**config.mk**
```make
export PLATFORM = sky130hd
export DESIGN_NAME = sound_triggered_lamp_control
export DESIGN_NICKNAME = d
export VERILOG_FILES = /design/src/hdl/stl_pkg.sv /design/src/hdl/stl_cell.sv /design/src/hdl/stl_window.sv /design/src/hdl/sound_triggered_lamp_control.sv
export SDC_FILE = /design/constraint.sdc
export NUM_CORES = 2
export LEC_CHECK = 0
export BUFFER_PORTS_ARGS = -buffer_cell sky130_fd_sc_hd__buf_4
export CORE_MARGIN = 2
export CORE_UTILIZATION = 45
export CTS_CLUSTER_DIAMETER = 120
export DETAILED_ROUTE_END_ITERATION = 7
export MAX_ROUTING_LAYER = met4
export PLACE_DENSITY_LB_ADDON = 0.1
export REMOVE_ABC_BUFFERS = 1
export SLEW_MARGIN = 10
export SYNTH_ARGS = -nofsm -noshare
export SYNTH_HDL_FRONTEND = slang
export SYNTH_SLANG_ARGS = --single-unit
```
**constraint.sdc**
```tcl
create_clock -name clk_i -period 5.95 [get_ports clk_i]
set_input_delay 0.595 -clock clk_i [delete_from_list [all_inputs] [get_ports clk_i]]
set_output_delay 0.595 -clock clk_i [all_outputs]
set_load 0.05 [all_outputs]
```
**src/hdl/stl_pkg.sv**
```systemverilog
// Shared types and constants for the sound-triggered lamp controller.
// No dependencies; imported by every module of the block.
`timescale 1ns / 1ps
package stl_pkg;

  localparam int MagW      = 14;
  localparam int MagMax    = 8192;
  localparam int WindowDef = 50;
  localparam int TimeW     = 16;

  typedef logic [MagW-1:0]  mag_t;
  typedef logic [TimeW-1:0] ticks_t;

  // Item kinds
  localparam logic [1:0] KindTick   = 2'd0;
  localparam logic [1:0] KindSample = 2'd1;
  localparam logic [1:0] KindButton = 2'd2;

  localparam mag_t   Centre       = mag_t'(MagMax);
  localparam ticks_t TickMax      = '1;
  localparam ticks_t TimeoutReset = ticks_t'(50);

  // Fixed taps of the magnitude window
  typedef struct packed {
    mag_t oldest;    // leaves the whole window on the next shift
    mag_t boundary;  // leaves the recent part on the next shift
  } taps_t;

endpackage

```
**src/hdl/stl_cell.sv**
```systemverilog
// One cell of the magnitude window: a 14-bit register that takes its
// neighbour's value on every shift. Depends on stl_pkg.
`timescale 1ns / 1ps
module stl_cell (
  input  logic          clk_i,
  input  logic          rst_ni,
  input  logic          shift_i,
  input  stl_pkg::mag_t mag_i,
  output stl_pkg::mag_t mag_o
);
  import stl_pkg::*;

  mag_t mag_q;

  always_ff @(posedge clk_i or negedge rst_ni) begin
    if (!rst_ni) begin
      mag_q <= '0;
    end else if (shift_i) begin
      mag_q <= mag_i;
    end
  end

  assign mag_o = mag_q;

endmodule

```
**src/hdl/stl_window.sv**
```systemverilog
// Window of recent magnitudes as a chain of stl_cell, newest at the top.
// Exposes the two fixed taps that the running sums need. Depends on stl_pkg.
`timescale 1ns / 1ps
module stl_window #(
  parameter int Window = stl_pkg::WindowDef
) (
  input  logic           clk_i,
  input  logic           rst_ni,
  input  logic           shift_i,
  input  stl_pkg::mag_t  mag_i,
  output stl_pkg::taps_t taps_o
);
  import stl_pkg::*;

  localparam int RecentStart = Window * 4 / 5;

  mag_t chain [Window+1];

  assign chain[Window] = mag_i;

  for (genvar k = 0; k < Window; k++) begin : g_cell
    stl_cell u_cell (
      .clk_i  (clk_i),
      .rst_ni (rst_ni),
      .shift_i(shift_i),
      .mag_i  (chain[k+1]),
      .mag_o  (chain[k])
    );
  end

  assign taps_o.oldest   = chain[0];
  assign taps_o.boundary = chain[RecentStart];

endmodule

```
**src/hdl/sound_triggered_lamp_control.sv**
```systemverilog
// Top level of the sound-triggered lamp controller.
// Depends on stl_pkg, stl_window and stl_cell.
`timescale 1ns / 1ps
// Usage
//   Input channel (in_valid_i / in_ready_o) carries one item per transfer:
//   kind_i 0 is a timer tick, 1 a microphone sample with light_ok_i, 2 a
//   button press; kind 3 changes nothing. Every item gives exactly one
//   result on the output channel (out_valid_o / out_ready_i): lamp_on_o is
//   the lamp state after the item, sound_detected_o flags a loud sample. The
//   configuration channel (cfg_valid_i / cfg_ready_o) writes timeout_ticks;
//   it is always ready. Write it only while idle; the block does not check.
// Timing
//   Two stages: the window chain and running sums take the item in the
//   cycle of its transfer, the lamp and time logic then resolves it into
//   the output register when stage B can advance. Throughput is one item
//   per cycle while out_ready_i does not stall the output.
// Reset
//   All window cells clear at once (flip-flops, no clearing pass), sums and
//   elapsed time go to zero, the lamp is off and the timeout is 50 ticks.
// Stalls
//   A stalled result holds in the output register; one more item may wait
//   in the first stage, after which in_ready_o drops until a transfer out.
module sound_triggered_lamp_control #(
  parameter int Window = stl_pkg::WindowDef
) (
  input  logic             clk_i,
  input  logic             rst_ni,
  input  logic             cfg_valid_i,
  output logic             cfg_ready_o,
  input  stl_pkg::ticks_t  cfg_timeout_ticks_i,
  input  logic             in_valid_i,
  output logic             in_ready_o,
  input  logic [1:0]       kind_i,
  input  logic [13:0]      sample_value_i,
  input  logic             light_ok_i,
  output logic             out_valid_o,
  input  logic             out_ready_i,
  output logic             lamp_on_o,
  output logic             sound_detected_o
);
  import stl_pkg::*;

  localparam int RecentN = Window - Window * 4 / 5;
  localparam int TotalW  = $clog2(Window * MagMax + 1);
  localparam int RecentW = $clog2(RecentN * MagMax + 1);
  localparam int CmpW    = TotalW + 6;

  // Configuration: always ready
  ticks_t timeout_q;

  assign cfg_ready_o = 1'b1;

  always_ff @(posedge clk_i or negedge rst_ni) begin
    if (!rst_ni) begin
      timeout_q <= TimeoutReset;
    end else if (cfg_valid_i) begin
      timeout_q <= cfg_timeout_ticks_i;
    end
  end

  // Handshake between stages
  logic a_valid_q, b_valid_q;
  logic b_adv, a_move, in_xfer;

  assign b_adv      = !b_valid_q || out_ready_i;
  assign a_move     = a_valid_q && b_adv;
  assign in_ready_o = !a_valid_q || b_adv;
  assign in_xfer    = in_valid_i && in_ready_o;

  // Stage A: centre the sample, shift the window, update the sums
  logic   is_sample;
  mag_t   mag;
  taps_t  taps;
  logic [TotalW-1:0]  total_q, total_d;
  logic [RecentW-1:0] recent_q, recent_d;

  assign is_sample = in_xfer && (kind_i == KindSample);
  assign mag = sample_value_i[MagW-1] ? {1'b0, sample_value_i[MagW-2:0]}
                                      : mag_t'(Centre - sample_value_i);

  stl_window #(
    .Window(Window)
  ) u_window (
    .clk_i  (clk_i),
    .rst_ni (rst_ni),
    .shift_i(is_sample),
    .mag_i  (mag),
    .taps_o (taps)
  );

  assign total_d  = total_q - TotalW'(taps.oldest) + TotalW'(mag);
  assign recent_d = recent_q - RecentW'(taps.boundary) + RecentW'(mag);

  always_ff @(posedge clk_i or negedge rst_ni) begin
    if (!rst_ni) begin
      total_q  <= '0;
      recent_q <= '0;
    end else if (is_sample) begin
      total_q  <= total_d;
      recent_q <= recent_d;
    end
  end

  logic [1:0] a_kind_q;
  logic       a_light_q;

  always_ff @(posedge clk_i or negedge rst_ni) begin
    if (!rst_ni) begin
      a_valid_q <= 1'b0;
    end else if (in_ready_o) begin
      a_valid_q <= in_valid_i;
    end
  end

  always_ff @(posedge clk_i) begin
    if (in_xfer) begin
      a_kind_q  <= kind_i;
      a_light_q <= light_ok_i;
    end
  end

  // Stage B: loudness test on the sums left by the item in stage A.
  // 40*recent > 11*total, both built from shifts and adds.
  logic [CmpW-1:0] lhs, rhs;
  logic            sound;

  assign lhs   = (CmpW'(recent_q) << 5) + (CmpW'(recent_q) << 3);
  assign rhs   = (CmpW'(total_q) << 3) + (CmpW'(total_q) << 1) + CmpW'(total_q);
  assign sound = lhs > rhs;

  ticks_t elapsed_q, elapsed_d;
  logic   lamp_q, lamp_d, sound_q, sound_d;

  always_comb begin
    elapsed_d = elapsed_q;
    lamp_d    = lamp_q;
    sound_d   = 1'b0;
    unique case (a_kind_q)
      KindTick: begin
        if (elapsed_q != TickMax) elapsed_d = elapsed_q + ticks_t'(1);
      end
      KindSample: begin
        sound_d = sound;
        // timeout first, then a qualified loud sample may relight
        if (elapsed_q >= timeout_q) lamp_d = 1'b0;
        if (sound && a_light_q) begin
          lamp_d    = 1'b1;
          elapsed_d = '0;
        end
      end
      KindButton: begin
        lamp_d = !lamp_q;
        if (!lamp_q) elapsed_d = '0;
      end
      default: begin
        // unused kind: hold all state
      end
    endcase
  end

  always_ff @(posedge clk_i or negedge rst_ni) begin
    if (!rst_ni) begin
      b_valid_q <= 1'b0;
      elapsed_q <= '0;
      lamp_q    <= 1'b0;
    end else begin
      if (b_adv) b_valid_q <= a_valid_q;
      if (a_move) begin
        elapsed_q <= elapsed_d;
        lamp_q    <= lamp_d;
      end
    end
  end

  always_ff @(posedge clk_i) begin
    if (a_move) sound_q <= sound_d;
  end

  assign out_valid_o      = b_valid_q;
  assign lamp_on_o        = lamp_q;
  assign sound_detected_o = sound_q;

  // Assertions
  a_hold_blocked: assert property (@(posedge clk_i) disable iff (!rst_ni)
    (a_valid_q && !b_adv) |=> a_valid_q)
    else $error("stage A dropped an item while blocked");

  a_sums_order: assert property (@(posedge clk_i) disable iff (!rst_ni)
    total_q >= TotalW'(recent_q))
    else $error("recent sum exceeds total sum");

  a_sound_only_sample: assert property (@(posedge clk_i) disable iff (!rst_ni)
    (a_move && a_kind_q != KindSample) |=> !sound_detected_o)
    else $error("sound flagged on a non-sample item");

  a_relight: assert property (@(posedge clk_i) disable iff (!rst_ni)
    (a_move && a_kind_q == KindSample && sound && a_light_q)
      |=> (lamp_on_o && elapsed_q == '0))
    else $error("loud lit sample did not turn the lamp on");

endmodule
```
# Word-level counts from Yosys, hierarchy flattened
# Cells that the tools add are included.
# W data, S select, Z words.
# word_totals
ff_bits	775
latchBits	0
ram_bits	0
rom_bits	0
in_bits	38
out_inout_bits	5
elab_cells	101
memories	0
# classes
n_addsub	9
n_mul	0
div_mod_pow	0
order_cmp	2
n_eq_ne	8
shift	0
muxes	8
bitwise_logic	0
reduce_logical	14
# op_table
cell	count
$mux W16	3
$pmux W16 S3	1
$add A22 B20 Y23	2
$add A23 B19 Y24	1
$gt A23 B24 Y1	1
$add A19 B14 Y19	1
$sub A19 B14 Y19	1
$add A17 B14 Y17	1
$sub A17 B14 Y17	1
$add A16 B1 Y16 const B	1
$ge A16 B16 Y1	1
$ne A16 B16 Y1 const B	1
$mux W14	1
$sub A14 B14 Y14 const A	1
$ne A2 B2 Y1 const B	3
$reduce_and A5 Y1	1
$eq A2 B1 Y1 const B	2
$logic_and A1 B1 Y1	4
$logic_not A1 Y1	3
$ne A3 B3 Y1 const B	1
$reduce_and A3 Y1	1
$reduce_bool A3 Y1	1
$eq A2 B2 Y1 const B	1
$logic_not A2 Y1	1
other kinds (4)	6

# Depth between registers and ports, before layout
# logic_depth
word_depth	6
mapped_depth	23
depth_no_buf	22

# Hierarchy
# A second synthesis with hierarchy kept.
# unflattened
cells_unflattened	2396
hier_area_um2	34225.3
# modules_own_cells
module	n_inst	cells_per_inst	area_each_um2
stl_cell	50	29	519.2
sound_triggered_lamp_control	1	946	8262.9

# Least setup slack after synthesis
# Ideal clock, no wire load.
# synth_timing
kind	register to register
startpoint	register total_q[2]
endpoint	register elapsed_q[5]
setup_time_ps	92
t_arrival_ps	4760
setup_slack_ps	1098
path_stages_with_launch	23
path_buffers	1
path_cell_list	dfrtp_1 inv_1 fa_1 inv_1 ha_1 a211oi_1 o31ai_1 o311ai_2 a21boi_1 o41ai_4 o2111ai_1 a21o_1 a21oi_1 xor2_1 ha_1 nand3_1 nor3_1 o31ai_1 a21oi_4 o2111ai_4 or2_4 buf_6 o31ai_2
# synth_between
elab_chain_len	6
# synth_lines
item	line_no	source
start: declaration	sound_triggered_lamp_control.sv:74	logic [TotalW-1:0] total_q, total_d;
start signal: assignment	sound_triggered_lamp_control.sv:99	total_q <= total_d;
$add A22 B20 Y23	sound_triggered_lamp_control.sv:128	assign rhs = (CmpW'(total_q) << 3) + (CmpW'(total_q) << 1) + CmpW'(total_q);
$add A23 B19 Y24 (*)	sound_triggered_lamp_control.sv:128	
$gt A23 B24 Y1 (*)	sound_triggered_lamp_control.sv:129	assign sound = lhs > rhs;
$logic_and A1 B1 Y1 (*)	sound_triggered_lamp_control.sv:146	if (sound && a_light_q) begin
$ne A2 B2 Y1 (no source line) (*)	n/a	
$reduce_and A5 Y1 (no source line) (*)	n/a	
end signal: assignment	sound_triggered_lamp_control.sv:169	elapsed_q <= elapsed_d;
end: declaration	sound_triggered_lamp_control.sv:131	ticks_t elapsed_q, elapsed_d;
# Mark *: on every way between the ends. The rest lies on a longest branch, timed or not.
# A chain may end at the register's enable or synchronous reset.

# Final worst setup path
# layout_timing
startpoint	register total_q[2]
endpoint	register elapsed_q[7]
# Same word-level chain as after synthesis.

==> reports/qor.yml <==
status:
  outcome: "complete, no violations"
global_routing:
  grt_pass1_wl_um: 93400
  use_met3: 0.0339
  antenna_found_initial: 5
  grt_pass1_vias: 18800
  grt_busiest_layer: "met2"
  use_met2: 0.229
  grt_use_met1: 0.198
  grt_max_degree: 188
  overflow: 0
  grt_usage: 0.149
place:
  pre_cts_slack_ns: 0.311
  gp_congestion: 0.833
  dpl_cell_area_mm2: 0.0353
  hpwl_um: 34700
  io_buffers: 41
sta:
  fin_skew_ns: 0.0314
  setup_ws_ns: 0.471
  hold_viol: 0
  relSlewSlack: 0.337
  layout_min_cycle_time_ns: 5.48
  slew_violations: 0
  tightest_slew_ns: 0.991
  hold-worst-slack_ns: 0.0303
  fin_crit_sh: 0.921
  setup_viol: 0
  max_freq_ghz: 0.182
  fin_setup_tns_ns: 0
drt:
  drtIter0Drc: 892
  avgRoutedWirePerCell_um: 15.4
  wirelength_um: 54000
  vias_per_cell: 5.17
  drc_errors: 0
  via_count: 18200
  postRouteAntennaNets: 0
  drt_pass1_iterations: 4
clock_network:
  clock_path_buffers: 3
  cts.sinks: 775
  cts_buffers: 86
  cts_resized: 0
  htree_levels: 3
  root_buffer: "clkbuf_16"
  insertion_delay_ns: 0.63
  clk_pin_slew_ns: 0.06
  cts_tree: "yes"
worst_hold_path:
  min_path_type: "in -> async"
yosys:
  synth_edf_count: 4
  syn-cell-area_mm2: 0.0339
  postSynthAreaPerCell_um2: 14.0
  synth.most_common_cell: "dfrtp_1"
  synth_area_leaders: "dfrtp_1, mux2_2, ha_1"
  yosys_most_used_dff: "dfrtp_1"
  synth_top_cell_area_share: 0.567
  synth_cell_types: 63
  syn-instance-count: 2422
  yosys.area.top_type: "dfrtp_1"
  yosys_warnings: 0
  synth_common_cells: "dfrtp_1, mux2_2, ha_1, o21ai_0, inv_1"
  ys_ff_latch: 775
  yosysSeqAreaShare: 0.573
  async_flop_share: 0.995
setup_path:
  cp-end-kind: "flip-flop"
  cp_max_fo: 14
  crit_required_ns: 6.47
  worstSetupPathType: "reg -> reg"
  arrival_ns: 6.00
  crit_path_start_kind: "flip-flop"
power:
  leakagePower_nw: 19.2
  power.density_mw_per_mm2: 453
  total_power_mw: 17.3
  peakVddDrop_mv: 0.370
layout:
  fillers: 6361
  area_growth_pct: 12.8
  final_area_mm2: 0.0382
  fin_nets: 2676
  drive_gt1_frac: 0.360
floorplan:
  die_h_um: 279
  core-area_mm2: 0.0746
  io_pins: 43
  die-width_um: 279
  initial_utilization: 0.455
  die_area_mm2: 0.0776
  fp-row-count: 100
run:
  maxCapViolations: 0
routing by layer:
layer,share of wire,wire length [µm],up-vias
li1,-,-,8655
met3,0.036,1960,112
met2,0.46,25100,190
met5,0,0,-
met4,0.027,1450,0
met1,0.47,25500,9218
state kept, by name, indices dropped and copies added (netlist names):
name and flops:
a_valid_q 1, recent_q 17, a_kind_q 2, elapsed_q 16, a_light_q 1, lamp_on_o 1
total_q 19, sound_detected_o 1, out_valid_o 1, timeout_q 16, u_window.g_cell.u_cell.mag_o 700
power breakdown:
part           switching, mW  total, mW  leakage [nW]  internal, mW
registers              0.447       6.22          10.6          5.78
logic                   3.13       5.85          7.25          2.71
clock network           2.08       5.27          1.42          3.19
total                   5.66       17.3          19.2          11.7
per-stage QoR:
| stage | utilization | std cells |
|---|---|---|
| final | 0.513 | 3518 |
| after global routing | 0.513 | 3517 |
| after CTS | 0.512 | 3509 |
| after detailed placement | 0.473 | 3355 |
| after global placement | 0.473 | 3355 |
| after floorplan | - | 2325 |
cell families after synthesis:
group                    share of synthesized area
AO/OA/AOI/OAI                               0.0521
XOR/XNOR                                    0.0178
adder cells (fa/ha/maj)                     0.0696
buffers and inverters                       0.0220
flip-flops                                   0.573
multiplexers                                 0.229
other                                     0.000111
AND/OR/NAND/NOR                             0.0364
critical path, cell delays in order (launching register included):
cell	delay (ns)
dfrtp_1	0.46
inv_1	0.09
fa_1	0.54
inv_1	0.07
ha_1	0.31
a211oi_1	0.27
o31ai_1	0.19
o311ai_2	0.29
a21boi_1	0.17
o41ai_4	0.35
o2111ai_1	0.19
a21o_1	0.20
a21oi_1	0.17
xor2_1	0.09
ha_1	0.30
nand3_1	0.10
nor3_1	0.29
o31ai_1	0.19
a21oi_4	0.25
o2111ai_4	0.20
or2_4	0.36
o41ai_2	0.29
path summary, 6_finish.rpt:
path | from | to | slack (ns) | cells past startpoint
worst max-delay path | total_q[2] | elapsed_q[7] | 0.47 | 21
worst min-delay path | rst_ni | u_window.g_cell[28].u_cell.mag_o[4] | 0.03 | 1
worst max register to register | total_q[2] | elapsed_q[7] | 0.47 | 21
worst min register to register | u_window.g_cell[49].u_cell.mag_o[0] | u_window.g_cell[49].u_cell.mag_o[0] | 0.48 | 2
max in group asynchronous | rst_ni | u_window.g_cell[13].u_cell.mag_o[11] | 4.32 | 2
min in group clk_i | light_ok_i | a_light_q | 0.16 | 1
timing repair:
item / CTS / global route
hold endpoints to repair: 0 / 0
setup endpoints to repair: 0 / 15
buffers inserted: 0 / 3
hold buffers: 0 / 0
layout make-up:
cell class / instances / area [µm²] / area share
antenna: 6 / 15.0 / 0.000393
sequential: 775 / 19400 / 0.508
inverter: 93 / 349 / 0.00913
tap: 969 / 1210 / 0.0317
timing repair buffer: 64 / 601 / 0.0157
clock buffer: 125 / 2540 / 0.0665
clock inverter: 29 / 354 / 0.00926
multi-input combinational: 1457 / 13700 / 0.360
cells in the final DEF, fill, tap and decap left out, types with 16 or more instances in the layout:
master and n:
dfrtp_1 768, mux2_2 691, ha_1 115, o21ai_0 104, inv_1 93, clkbuf_16 88, nand2_1 87, nor2_1 59
a21oi_1 56, buf_4 54, fa_1 46, xor2_1 36, xnor2_1 33, a21o_1 29, nand3_1 21, nand2b_1 20
clkbuf_8 20, clkbuf_1 17, nor3_1 16, o21a_1 16, clkinv_2 16
(Power assumes the default switching activity.)
